`src/hdl/assert_macros.svh`:
```
// Assertion macros shared by the RTL modules.
`ifndef ASSERT_MACROS_SVH
`define ASSERT_MACROS_SVH

// Checks a property on every rising clock edge outside reset.
`define BPSQ_ASSERT(lbl, prop, msg) \
  lbl: assert property (@(posedge clk) disable iff (rst) (prop)) else $error(msg);

// Checks that a condition is followed by another in the next cycle.
`define BPSQ_ASSERT_NEXT(lbl, pre, post, msg) \
  lbl: assert property (@(posedge clk) disable iff (rst) (pre) |=> (post)) else $error(msg);

`endif

```
`src/hdl/bpsq_pkg.sv`:
```
// Package with the shared types and constants of the box proximity query block.
`default_nettype none
package bpsq_pkg;
  localparam int MAX_ENTRIES = 32;
  localparam int ADDR_W = $clog2(MAX_ENTRIES);
  localparam int CNT_W = $clog2(MAX_ENTRIES + 1);
  localparam int GAP_W = 16;
  localparam int BOX_W = 62;

  localparam logic [1:0] KIND_LOAD = 2'd0;
  localparam logic [1:0] KIND_CLEAR = 2'd1;
  localparam logic [1:0] KIND_QUERY = 2'd2;

  // One command handed from the front end to the back end.
  typedef struct packed {
    logic [1:0] kind;
    logic [4:0] entry_index;
    logic signed [15:0] centre_x;
    logic signed [15:0] centre_y;
    logic [14:0] half_width;
    logic [14:0] half_height;
    logic [15:0] gap_limit;
  } cmd_t;
endpackage
`default_nettype wire

```
`src/hdl/bpsq_ram.sv`:
```
// Generic single write port RAM with a registered read port.
`default_nettype none
module bpsq_ram #(
  parameter int WIDTH = 8,
  parameter int DEPTH = 32
) (
  input  wire logic                     clk,
  input  wire logic                     we,
  input  wire logic [$clog2(DEPTH)-1:0] waddr,
  input  wire logic [WIDTH-1:0]         wdata,
  input  wire logic [$clog2(DEPTH)-1:0] raddr,
  output logic      [WIDTH-1:0]         rdata
);
  logic [WIDTH-1:0] mem [DEPTH];

  // Write and registered read.
  always_ff @(posedge clk) begin
    if (we) begin
      mem[waddr] <= wdata;
    end
    rdata <= mem[raddr];
  end
endmodule
`default_nettype wire

```
`src/hdl/bpsq_front.sv`:
```
// Front end: accepts input beats, drops ignored ones and queues commands.
`default_nettype none
`include "assert_macros.svh"
module bpsq_front import bpsq_pkg::*; (
  input  wire logic        clk,
  input  wire logic        rst,
  input  wire logic        in_valid,
  output logic             in_ready,
  input  wire cmd_t        in_cmd,
  output logic             cmd_valid,
  input  wire logic        cmd_ready,
  output cmd_t             cmd
);
  cmd_t       fifo_mem [2];
  logic       wr_ptr;
  logic       rd_ptr;
  logic [1:0] fifo_cnt;
  logic       keep;
  logic       push;
  logic       pop;

  // Unused kind codes and slots past the table end do nothing.
  always_comb begin
    keep = 1'b1;
    if (in_cmd.kind != KIND_LOAD && in_cmd.kind != KIND_CLEAR &&
        in_cmd.kind != KIND_QUERY) begin
      keep = 1'b0;
    end else if (in_cmd.kind != KIND_QUERY &&
                 {1'b0, in_cmd.entry_index} >= 6'(MAX_ENTRIES)) begin
      keep = 1'b0;
    end
  end

  assign in_ready  = (fifo_cnt != 2'd2);
  assign push      = in_valid && in_ready && keep;
  assign cmd_valid = (fifo_cnt != 2'd0);
  assign pop       = cmd_valid && cmd_ready;
  assign cmd       = fifo_mem[rd_ptr];

  // Two-entry command queue.
  always_ff @(posedge clk) begin
    if (push) begin
      fifo_mem[wr_ptr] <= in_cmd;
    end
    if (rst) begin
      wr_ptr   <= 1'b0;
      rd_ptr   <= 1'b0;
      fifo_cnt <= 2'd0;
    end else begin
      if (push) begin
        wr_ptr <= ~wr_ptr;
      end
      if (pop) begin
        rd_ptr <= ~rd_ptr;
      end
      if (push && !pop) begin
        fifo_cnt <= fifo_cnt + 2'd1;
      end else if (pop && !push) begin
        fifo_cnt <= fifo_cnt - 2'd1;
      end
    end
  end

  `BPSQ_ASSERT(a_fifo_bound, fifo_cnt <= 2'd2, "command queue overflow")
  `BPSQ_ASSERT_NEXT(a_fifo_grow, push && !pop, fifo_cnt == $past(fifo_cnt) + 2'd1, "queue push lost")
endmodule
`default_nettype wire

```
`src/hdl/bpsq_back.sv`:
```
// Back end: box table, scan with gap compute, insertion sort and result output.
`default_nettype none
`include "assert_macros.svh"
module bpsq_back import bpsq_pkg::*; (
  input  wire logic        clk,
  input  wire logic        rst,
  input  wire logic        cmd_valid,
  output logic             cmd_ready,
  input  wire cmd_t        cmd,
  output logic             out_valid,
  input  wire logic        out_ready,
  output logic [4:0]       match_index,
  output logic [GAP_W-1:0] match_gap,
  output logic             found,
  output logic             last
);
  typedef enum logic [3:0] {
    ST_IDLE  = 4'b0001,
    ST_SCAN  = 4'b0010,
    ST_DRAIN = 4'b0100,
    ST_EMIT  = 4'b1000
  } state_t;

  state_t                  state;
  logic [MAX_ENTRIES-1:0]  box_valid;
  logic [ADDR_W-1:0]       scan_addr;
  cmd_t                    query;
  logic                    ram_we;
  logic [BOX_W-1:0]        ram_rdata;
  logic                    s1_vld;
  logic                    s1_ev;
  logic [ADDR_W-1:0]       s1_idx;
  logic                    s2_hit;
  logic [GAP_W-1:0]        s2_gap;
  logic [ADDR_W-1:0]       s2_idx;
  logic [GAP_W-1:0]        hit_gap [MAX_ENTRIES];
  logic [ADDR_W-1:0]       hit_idx [MAX_ENTRIES];
  logic [GAP_W-1:0]        hit_gap_next [MAX_ENTRIES];
  logic [ADDR_W-1:0]       hit_idx_next [MAX_ENTRIES];
  logic [MAX_ENTRIES-1:0]  ge;
  logic [CNT_W-1:0]        hit_cnt;
  logic                    slot_free;
  logic                    accept;
  logic signed [16:0]      dx;
  logic signed [16:0]      dy;
  logic [16:0]             ax;
  logic [16:0]             ay;
  logic signed [17:0]      gx;
  logic signed [17:0]      gy;
  logic signed [17:0]      gmax;
  logic [GAP_W-1:0]        gap;

  assign cmd_ready = (state == ST_IDLE);
  assign accept    = cmd_valid && cmd_ready;
  assign ram_we    = accept && cmd.kind == KIND_LOAD;
  assign slot_free = !out_valid || out_ready;

  bpsq_ram #(.WIDTH(BOX_W), .DEPTH(MAX_ENTRIES)) u_table (
    .clk   (clk),
    .we    (ram_we),
    .waddr (ADDR_W'(cmd.entry_index)),
    .wdata ({cmd.centre_x, cmd.centre_y, cmd.half_width, cmd.half_height}),
    .raddr (scan_addr),
    .rdata (ram_rdata)
  );

  // Per-axis gaps against the entry read last cycle, larger one clamped at zero.
  always_comb begin
    dx = 17'(signed'(query.centre_x)) - 17'(signed'(ram_rdata[61:46]));
    dy = 17'(signed'(query.centre_y)) - 17'(signed'(ram_rdata[45:30]));
    ax = dx[16] ? 17'(-dx) : 17'(dx);
    ay = dy[16] ? 17'(-dy) : 17'(dy);
    gx = signed'({1'b0, ax}) - signed'(18'(query.half_width)) - signed'(18'(ram_rdata[29:15]));
    gy = signed'({1'b0, ay}) - signed'(18'(query.half_height)) - signed'(18'(ram_rdata[14:0]));
    gmax = (gx < gy) ? gy : gx;
    gap = gmax[17] ? '0 : gmax[GAP_W-1:0];
  end

  // Stable descending insertion: the new hit goes after all gaps not below it.
  always_comb begin
    for (int k = 0; k < MAX_ENTRIES; k++) begin
      ge[k] = (CNT_W'(k) < hit_cnt) && (hit_gap[k] >= s2_gap);
    end
    for (int k = 0; k < MAX_ENTRIES; k++) begin
      if (ge[k]) begin
        hit_gap_next[k] = hit_gap[k];
        hit_idx_next[k] = hit_idx[k];
      end else if (k == 0 || ge[(k == 0) ? 0 : k - 1]) begin
        hit_gap_next[k] = s2_gap;
        hit_idx_next[k] = s2_idx;
      end else begin
        hit_gap_next[k] = hit_gap[(k == 0) ? 0 : k - 1];
        hit_idx_next[k] = hit_idx[(k == 0) ? 0 : k - 1];
      end
    end
  end

  // Scan pipeline and sorted list payload.
  always_ff @(posedge clk) begin
    s1_idx <= scan_addr;
    s1_ev  <= box_valid[scan_addr];
    s2_gap <= gap;
    s2_idx <= s1_idx;
    if (s2_hit) begin
      hit_gap <= hit_gap_next;
      hit_idx <= hit_idx_next;
    end else if (state == ST_EMIT && slot_free) begin
      for (int k = 0; k < MAX_ENTRIES - 1; k++) begin
        hit_gap[k] <= hit_gap[k + 1];
        hit_idx[k] <= hit_idx[k + 1];
      end
    end
    if (accept && cmd.kind == KIND_QUERY) begin
      query <= cmd;
    end
  end

  // Control: table valid bits, sequencer, hit count and output register.
  always_ff @(posedge clk) begin
    if (rst) begin
      state     <= ST_IDLE;
      box_valid <= '0;
      scan_addr <= '0;
      s1_vld    <= 1'b0;
      s2_hit    <= 1'b0;
      hit_cnt   <= '0;
      out_valid <= 1'b0;
    end else begin
      s1_vld <= (state == ST_SCAN);
      s2_hit <= s1_vld && s1_ev && ({1'b0, gap} < {1'b0, query.gap_limit});
      if (out_valid && out_ready) begin
        out_valid <= 1'b0;
      end
      unique case (state)
        ST_IDLE: begin
          if (accept) begin
            unique case (cmd.kind)
              KIND_LOAD:  box_valid[ADDR_W'(cmd.entry_index)] <= 1'b1;
              KIND_CLEAR: box_valid[ADDR_W'(cmd.entry_index)] <= 1'b0;
              KIND_QUERY: begin
                scan_addr <= '0;
                hit_cnt   <= '0;
                state     <= ST_SCAN;
              end
              default: ;
            endcase
          end
        end
        ST_SCAN: begin
          scan_addr <= scan_addr + ADDR_W'(1);
          if (scan_addr == ADDR_W'(MAX_ENTRIES - 1)) begin
            state <= ST_DRAIN;
          end
          if (s2_hit) begin
            hit_cnt <= hit_cnt + CNT_W'(1);
          end
        end
        ST_DRAIN: begin
          if (s2_hit) begin
            hit_cnt <= hit_cnt + CNT_W'(1);
          end else if (!s1_vld) begin
            state <= ST_EMIT;
          end
        end
        ST_EMIT: begin
          if (slot_free) begin
            out_valid <= 1'b1;
            if (hit_cnt == '0) begin
              match_index <= '0;
              match_gap   <= '0;
              found       <= 1'b0;
              last        <= 1'b1;
              state       <= ST_IDLE;
            end else begin
              match_index <= 5'(hit_idx[0]);
              match_gap   <= hit_gap[0];
              found       <= 1'b1;
              last        <= (hit_cnt == CNT_W'(1));
              hit_cnt     <= hit_cnt - CNT_W'(1);
              if (hit_cnt == CNT_W'(1)) begin
                state <= ST_IDLE;
              end
            end
          end
        end
        default: state <= ST_IDLE;
      endcase
    end
  end

  `BPSQ_ASSERT(a_empty_is_last, !out_valid || found || last, "empty result without last")
  `BPSQ_ASSERT(a_cnt_bound, hit_cnt <= CNT_W'(MAX_ENTRIES), "hit count past table size")
endmodule
`default_nettype wire

```
`src/hdl/box_proximity_sorted_query.sv`:
```
// Load and clear take effect in the cycle after the back end accepts them while idle.
// A query scans all 32 entries, one per cycle; its first result leaves after the scan and
// the pipeline drain, then one beat per cycle while the receiver is ready.
// The back end takes no new command until a query has scanned, drained and emitted its results.
// A two-entry command queue lets input beats be taken while a query is in progress.
// Reset (rst, synchronous) clears all valid marks, the queue and the output register.
`default_nettype none
module box_proximity_sorted_query import bpsq_pkg::*; (
  input  wire logic               clk,
  input  wire logic               rst,
  input  wire logic               in_valid,
  output logic                    in_ready,
  input  wire logic [1:0]         kind,
  input  wire logic [4:0]         entry_index,
  input  wire logic signed [15:0] centre_x,
  input  wire logic signed [15:0] centre_y,
  input  wire logic [14:0]        half_width,
  input  wire logic [14:0]        half_height,
  input  wire logic [15:0]        gap_limit,
  output logic                    out_valid,
  input  wire logic               out_ready,
  output logic [4:0]              match_index,
  output logic [15:0]             match_gap,
  output logic                    found,
  output logic                    last
);
  cmd_t in_cmd;
  cmd_t cmd;
  logic cmd_valid;
  logic cmd_ready;

  // Pack the input beat into one command.
  always_comb begin
    in_cmd.kind        = kind;
    in_cmd.entry_index = entry_index;
    in_cmd.centre_x    = centre_x;
    in_cmd.centre_y    = centre_y;
    in_cmd.half_width  = half_width;
    in_cmd.half_height = half_height;
    in_cmd.gap_limit   = gap_limit;
  end

  bpsq_front u_front (
    .clk       (clk),
    .rst       (rst),
    .in_valid  (in_valid),
    .in_ready  (in_ready),
    .in_cmd    (in_cmd),
    .cmd_valid (cmd_valid),
    .cmd_ready (cmd_ready),
    .cmd       (cmd)
  );

  bpsq_back u_back (
    .clk         (clk),
    .rst         (rst),
    .cmd_valid   (cmd_valid),
    .cmd_ready   (cmd_ready),
    .cmd         (cmd),
    .out_valid   (out_valid),
    .out_ready   (out_ready),
    .match_index (match_index),
    .match_gap   (match_gap),
    .found       (found),
    .last        (last)
  );
endmodule
`default_nettype wire
```
`config.mk`:
```
export PLATFORM = sky130hd
export DESIGN_NAME = box_proximity_sorted_query
export DESIGN_NICKNAME = d
export VERILOG_FILES = /design/src/hdl/bpsq_pkg.sv /design/src/hdl/bpsq_ram.sv /design/src/hdl/bpsq_front.sv /design/src/hdl/bpsq_back.sv /design/src/hdl/box_proximity_sorted_query.sv
export VERILOG_INCLUDE_DIRS = /design/src /design/src/hdl
export SDC_FILE = /design/constraint.sdc
export NUM_CORES = 2
export LEC_CHECK = 0
export ABC_AREA = 1
export ABC_CLOCK_PERIOD_IN_PS = 20300
export BUFFER_PORTS_ARGS = -buffer_cell sky130_fd_sc_hd__clkbuf_2
export CORE_MARGIN = 2
export CORE_UTILIZATION = 45
export DETAILED_ROUTE_END_ITERATION = 12
export GPL_ROUTABILITY_DRIVEN = 0
export PLACE_DENSITY_LB_ADDON = 0.3
export SLEW_MARGIN = 20
export SYNTH_ARGS = -nofsm -noshare
export SYNTH_HDL_FRONTEND = slang
export SYNTH_SLANG_ARGS = --single-unit
```
`constraint.sdc`:
```
create_clock -name clk -period 20.3 [get_ports clk]
set_input_delay 3.045 -clock clk [delete_from_list [all_inputs] [get_ports clk]]
set_output_delay 3.045 -clock clk [all_outputs]
set_load 0.03 [all_outputs]
```
==> summary.log <==
[run_status] outcome finished, final reports clean
[logic_synthesis] register area share after synthesis 66.2%
[floorplanning] height of the die 556 um
[sta] number of pins exceeding their max-slew limit in the final report 0
[pwr] Net Sw Frac 36.9%
[floorplanning] starting utilization of the core area 45.3%
[clock_network] clk sinks 3,071
[worst_setup_path] critical path required time 21.14 ns
[global_route] wire length of the first global-routing pass 638 mm
[cells_and_area] layout cell share with drive strength beyond 1 8.73%
[logic_synthesis] syn_area_per_cell 11.8 um^2
[worst_setup_path] peak fanout along the critical path 30
[cells_and_area] top library cells by usage in the layout, fill and taps aside edfxtp_1, nand2_1, nor2_1
[cells_and_area] area delta synth->final 11.5%
[global_route] initial antenna violation count 40
[hold_path] Worst Hold Depth 0
[worst_setup_path] Reg-to-Reg Start u_back.query[62]$_DFFE_PP_
[floorplanning] total I/O pin count 114
[logic_synthesis] number of distinct library cells after synthesis 61
[clock_network] clk slew on worst S/H paths 0.06 ns
[clock_network] Post-CTS Setup Inserts 0
[global_route] vias in the first global route 95,600
[pwr] Pwr per Cell Area 140 nW/um^2
[clock_network] # hold bufs at CTS 0
[worst_setup_path] Largest stage delay, worst path 0.69 ns
[worst_setup_path] terminus of the critical flop-to-flop path u_back.s2_hit$_SDFF_PP0_
[drt] total number of vias 99,000
[worst_setup_path] type of element launching the critical path flop
[logic_synthesis] post-synthesis cell type with the largest combined area edfxtp_1
[pwr] sequential cell fraction of total power 36.6%
[floorplanning] Std-Cell Rows 202
[drt] routed wirelength normalized by instance count 28.0 um
[place] placed cell area 142,000 um^2
[worst_setup_path] capturing element type of the critical path flop
[cells_and_area] post-layout net count 12,300
[worst_setup_path] cell mode on critical path nand2_1
[floorplanning] Floorplan Core Area 303,000 um^2
[global_route] global-route congestion overflow total 0
[drt] via/cell ratio 6.26
[logic_synthesis] number of storage elements in the synthesis netlist 3,071
[clock_network] Num CTS Buffers 324
[place] total of buffers placed on input and output ports 113
[pwr] Net Sw Power 0.00790 W
[worst_setup_path] worst reg2reg setup slack 11.51 ns
[drt] total wire length after detailed routing 444 mm
[worst_setup_path] kind of critical path reg2reg
[pwr] part of the total power dissipated in the clock network 27.7%
[logic_synthesis] Async SR Flop Fraction 0%
[cells_and_area] multi-input gate area in the final layout 42,100 um^2
[sta] Max Clock Skew 0.0618 ns
[floorplanning] chip width 556 um
[pwr] internal power contribution 0.0135 W
[logic_synthesis] gate count after technology mapping 11,600
[logic_synthesis] most used flip-flop cell after synthesis edfxtp_1
[drt] drt pass-1 iters 9
[global_route] global-route usage over all layers 27.9%
[sta] ratio of final minimum period to clock period 43.3%
[clock_network] Post-CTS Resized 0
[logic_synthesis] Area contributors post-synth edfxtp_1, ha_1, nand2_1, o21ai_0, o22ai_1
[hold_path] origin of the worst min-delay path u_back.s1_idx[0]$_DFF_P_
[sta] final number of setup-violating endpoints 0
[hold_path] end point of the most critical hold path u_back.s2_idx[0]$_DFF_P_
[cells_and_area] number of filler cells placed in the layout 25,900
[pwr] peak ir drop on the vdd network 0.451 mV
[logic_synthesis] combined area of all synthesized cells 137,000 um^2
[hold_path] kind of path behind the tightest hold check reg2reg
[sta] final hold violation count 0
[clock_network] clock tree root driver cell clkbuf_16
[clock_network] clock tree from TritonCTS yes
[pwr] total power 0.0214 W
[sta] Min Clock Period, post-route 8.79 ns
[logic_synthesis] area fraction of the dominant cell type after synthesis 64.1%
[pwr] combinational cell fraction of total power 35.6%
[sta] Worst Hold Margin 0.327 ns
[clock_network] Max clock buf depth 4
[worst_setup_path] r2r worst-path depth 48
[sta] worst-margin pin slew 1.22 ns
[pwr] Static Leakage 55.9 nW
[cells_and_area] final std cell area, no fill 153,000 um^2
[sta] setup repair after global routing missed its margin no
[cells_and_area] Storage cell area 90,800 um^2
[worst_setup_path] Crit-path slowest cell nand2_1
[floorplanning] Total Die Area 309,000 um^2
[global_route] largest net degree at the start of global routing 203
[place] dpl hpwl 261 mm
[flow_run] max capacitance violation total 0
[clock_network] maximum level of the CTS H-tree 5
[drt] drt drc 0
[drt] Routed Antenna Nets 0
[logic_synthesis] post-synth net total 12,300
[cells_and_area] commonest non-fill, non-tap cell in the layout edfxtp_1
[sta] aggregate negative setup slack 0 ns
[clock_network] insertion delay to the later sink of the worst-skew pair 0.96 ns
[sta] Max-slew headroom 17.6%
[logic_synthesis] number of warnings printed during yosys synthesis 0
[logic_synthesis] Post-synth EDFFs 2,927
[drt] DRC violation total after the first TritonRoute iteration 13,200
[worst_setup_path] data arrival time at the worst-slack endpoint 9.63 ns
[sta] upper clock frequency limit 114 MHz
flip-flops by register name, summed over array words and instances, names as in the netlist, 2 cells and up, named ones only:
signal                flops
u_back.s2_gap            16
u_back.scan_addr          5
u_back.state              4
u_back.s1_idx             5
u_back.hit_idx          160
u_back.u_table.rdata     62
u_back.query             78
u_front.fifo_cnt          2
u_back.u_table.mem     1984
u_back.hit_gap          512
u_back.match_index        5
u_front.fifo_mem        170
u_back.hit_cnt            6
u_back.s2_idx             5
u_back.match_gap         16
synthesized netlist by cell type, types with 52 or more instances:
master / n
xor2_1: 55
o22ai_1: 977
ha_1: 615
dfxtp_1: 144
clkbuf_1: 677
o21a_1: 52
nand3_1: 161
nor3_1: 56
nor2_1: 1279
mux2_2: 78
inv_1: 498
edfxtp_1: 2927
o21ai_0: 1240
o221ai_1: 158
a21oi_1: 356
nand2_1: 1832
area by class of cell:
class	count	area share, %
antenna	16	0.0262
clock buffer	408	5.65
clock inverter	185	1.23
inverter	505	1.27
multi-input combinational	7321	27.5
sequential	3071	59.4
tap	3978	3.26
timing repair buffer	347	1.63
power groups by stage:
stage | clock network [W] | registers (W) | logic, W
global route | 0.00624 | 0.00786 | 0.00848
finish | 0.00595 | 0.00785 | 0.00764
global placement | 0 | 0.00797 | 0.00721
detailed placement | 0 | 0.00798 | 0.00744
floorplan | 0 | 0.00791 | 0.00542
CTS | 0.00600 | 0.00784 | 0.00749
worst max-delay path, delay by kind of cell, from the launching register on:
family                     cells  cell delay, ns
and+or+nand+nor               21            2.61
DFF                            1            0.36
AOI/OAI and AO/OA             15            3.03
xor gates and xnor gates       2            0.41
buffers and inverters          4            0.25
adders and majority gates      6            1.98
how the worst max path moves through the flow:
stage | end | start | cells after the start
after global routing | u_back.s2_hit$_SDFF_PP0_ | u_back.query[62]$_DFFE_PP_ | 48
after global placement | u_back.s2_hit$_SDFF_PP0_ | u_back.query[62]$_DFFE_PP_ | 48
final | u_back.s2_hit$_SDFF_PP0_ | u_back.query[62]$_DFFE_PP_ | 48
after floorplan | u_back.u_table.mem[24][0]$_DFFE_PP_ | u_back.state[2]$_SDFFE_PP0P_ | 11
after detailed placement | u_back.s2_hit$_SDFF_PP0_ | u_back.query[62]$_DFFE_PP_ | 48
after CTS | u_back.s2_hit$_SDFF_PP0_ | u_back.query[62]$_DFFE_PP_ | 48
routing by layer:
layer | global-route usage, % | share of wire (%) | up-vias
met2 | 45.0 | 46 | 5782
met1 | 35.8 | 37 | 49200
met5 | 0 | 0.047 | -
met4 | 14.5 | 5.7 | 26
li1 | - | - | 42800
met3 | 5.25 | 10 | 1212
kinds of logic after synthesis:
family,count (synthesis),synth area share [%]
simple gates,3421,9.78
compound gates,3092,13.4
flops,3071,66.2
buf+inv,1219,3.35
fa+ha+maj,647,6.08
xor+xnor,82,0.524
mux,79,0.648
through the flow:
stage / util [%] / setup slack (ns) / std cells
floorplan: - / 12.06 / 11600
global placement: 47.0 / 11.81 / 15200
detailed placement: 47.0 / 11.60 / 15200
CTS: 50.4 / 11.55 / 15800
global route: 50.5 / 10.50 / 15800
finish: 50.5 / 11.51 / 15800
(Power assumes the default switching activity.)
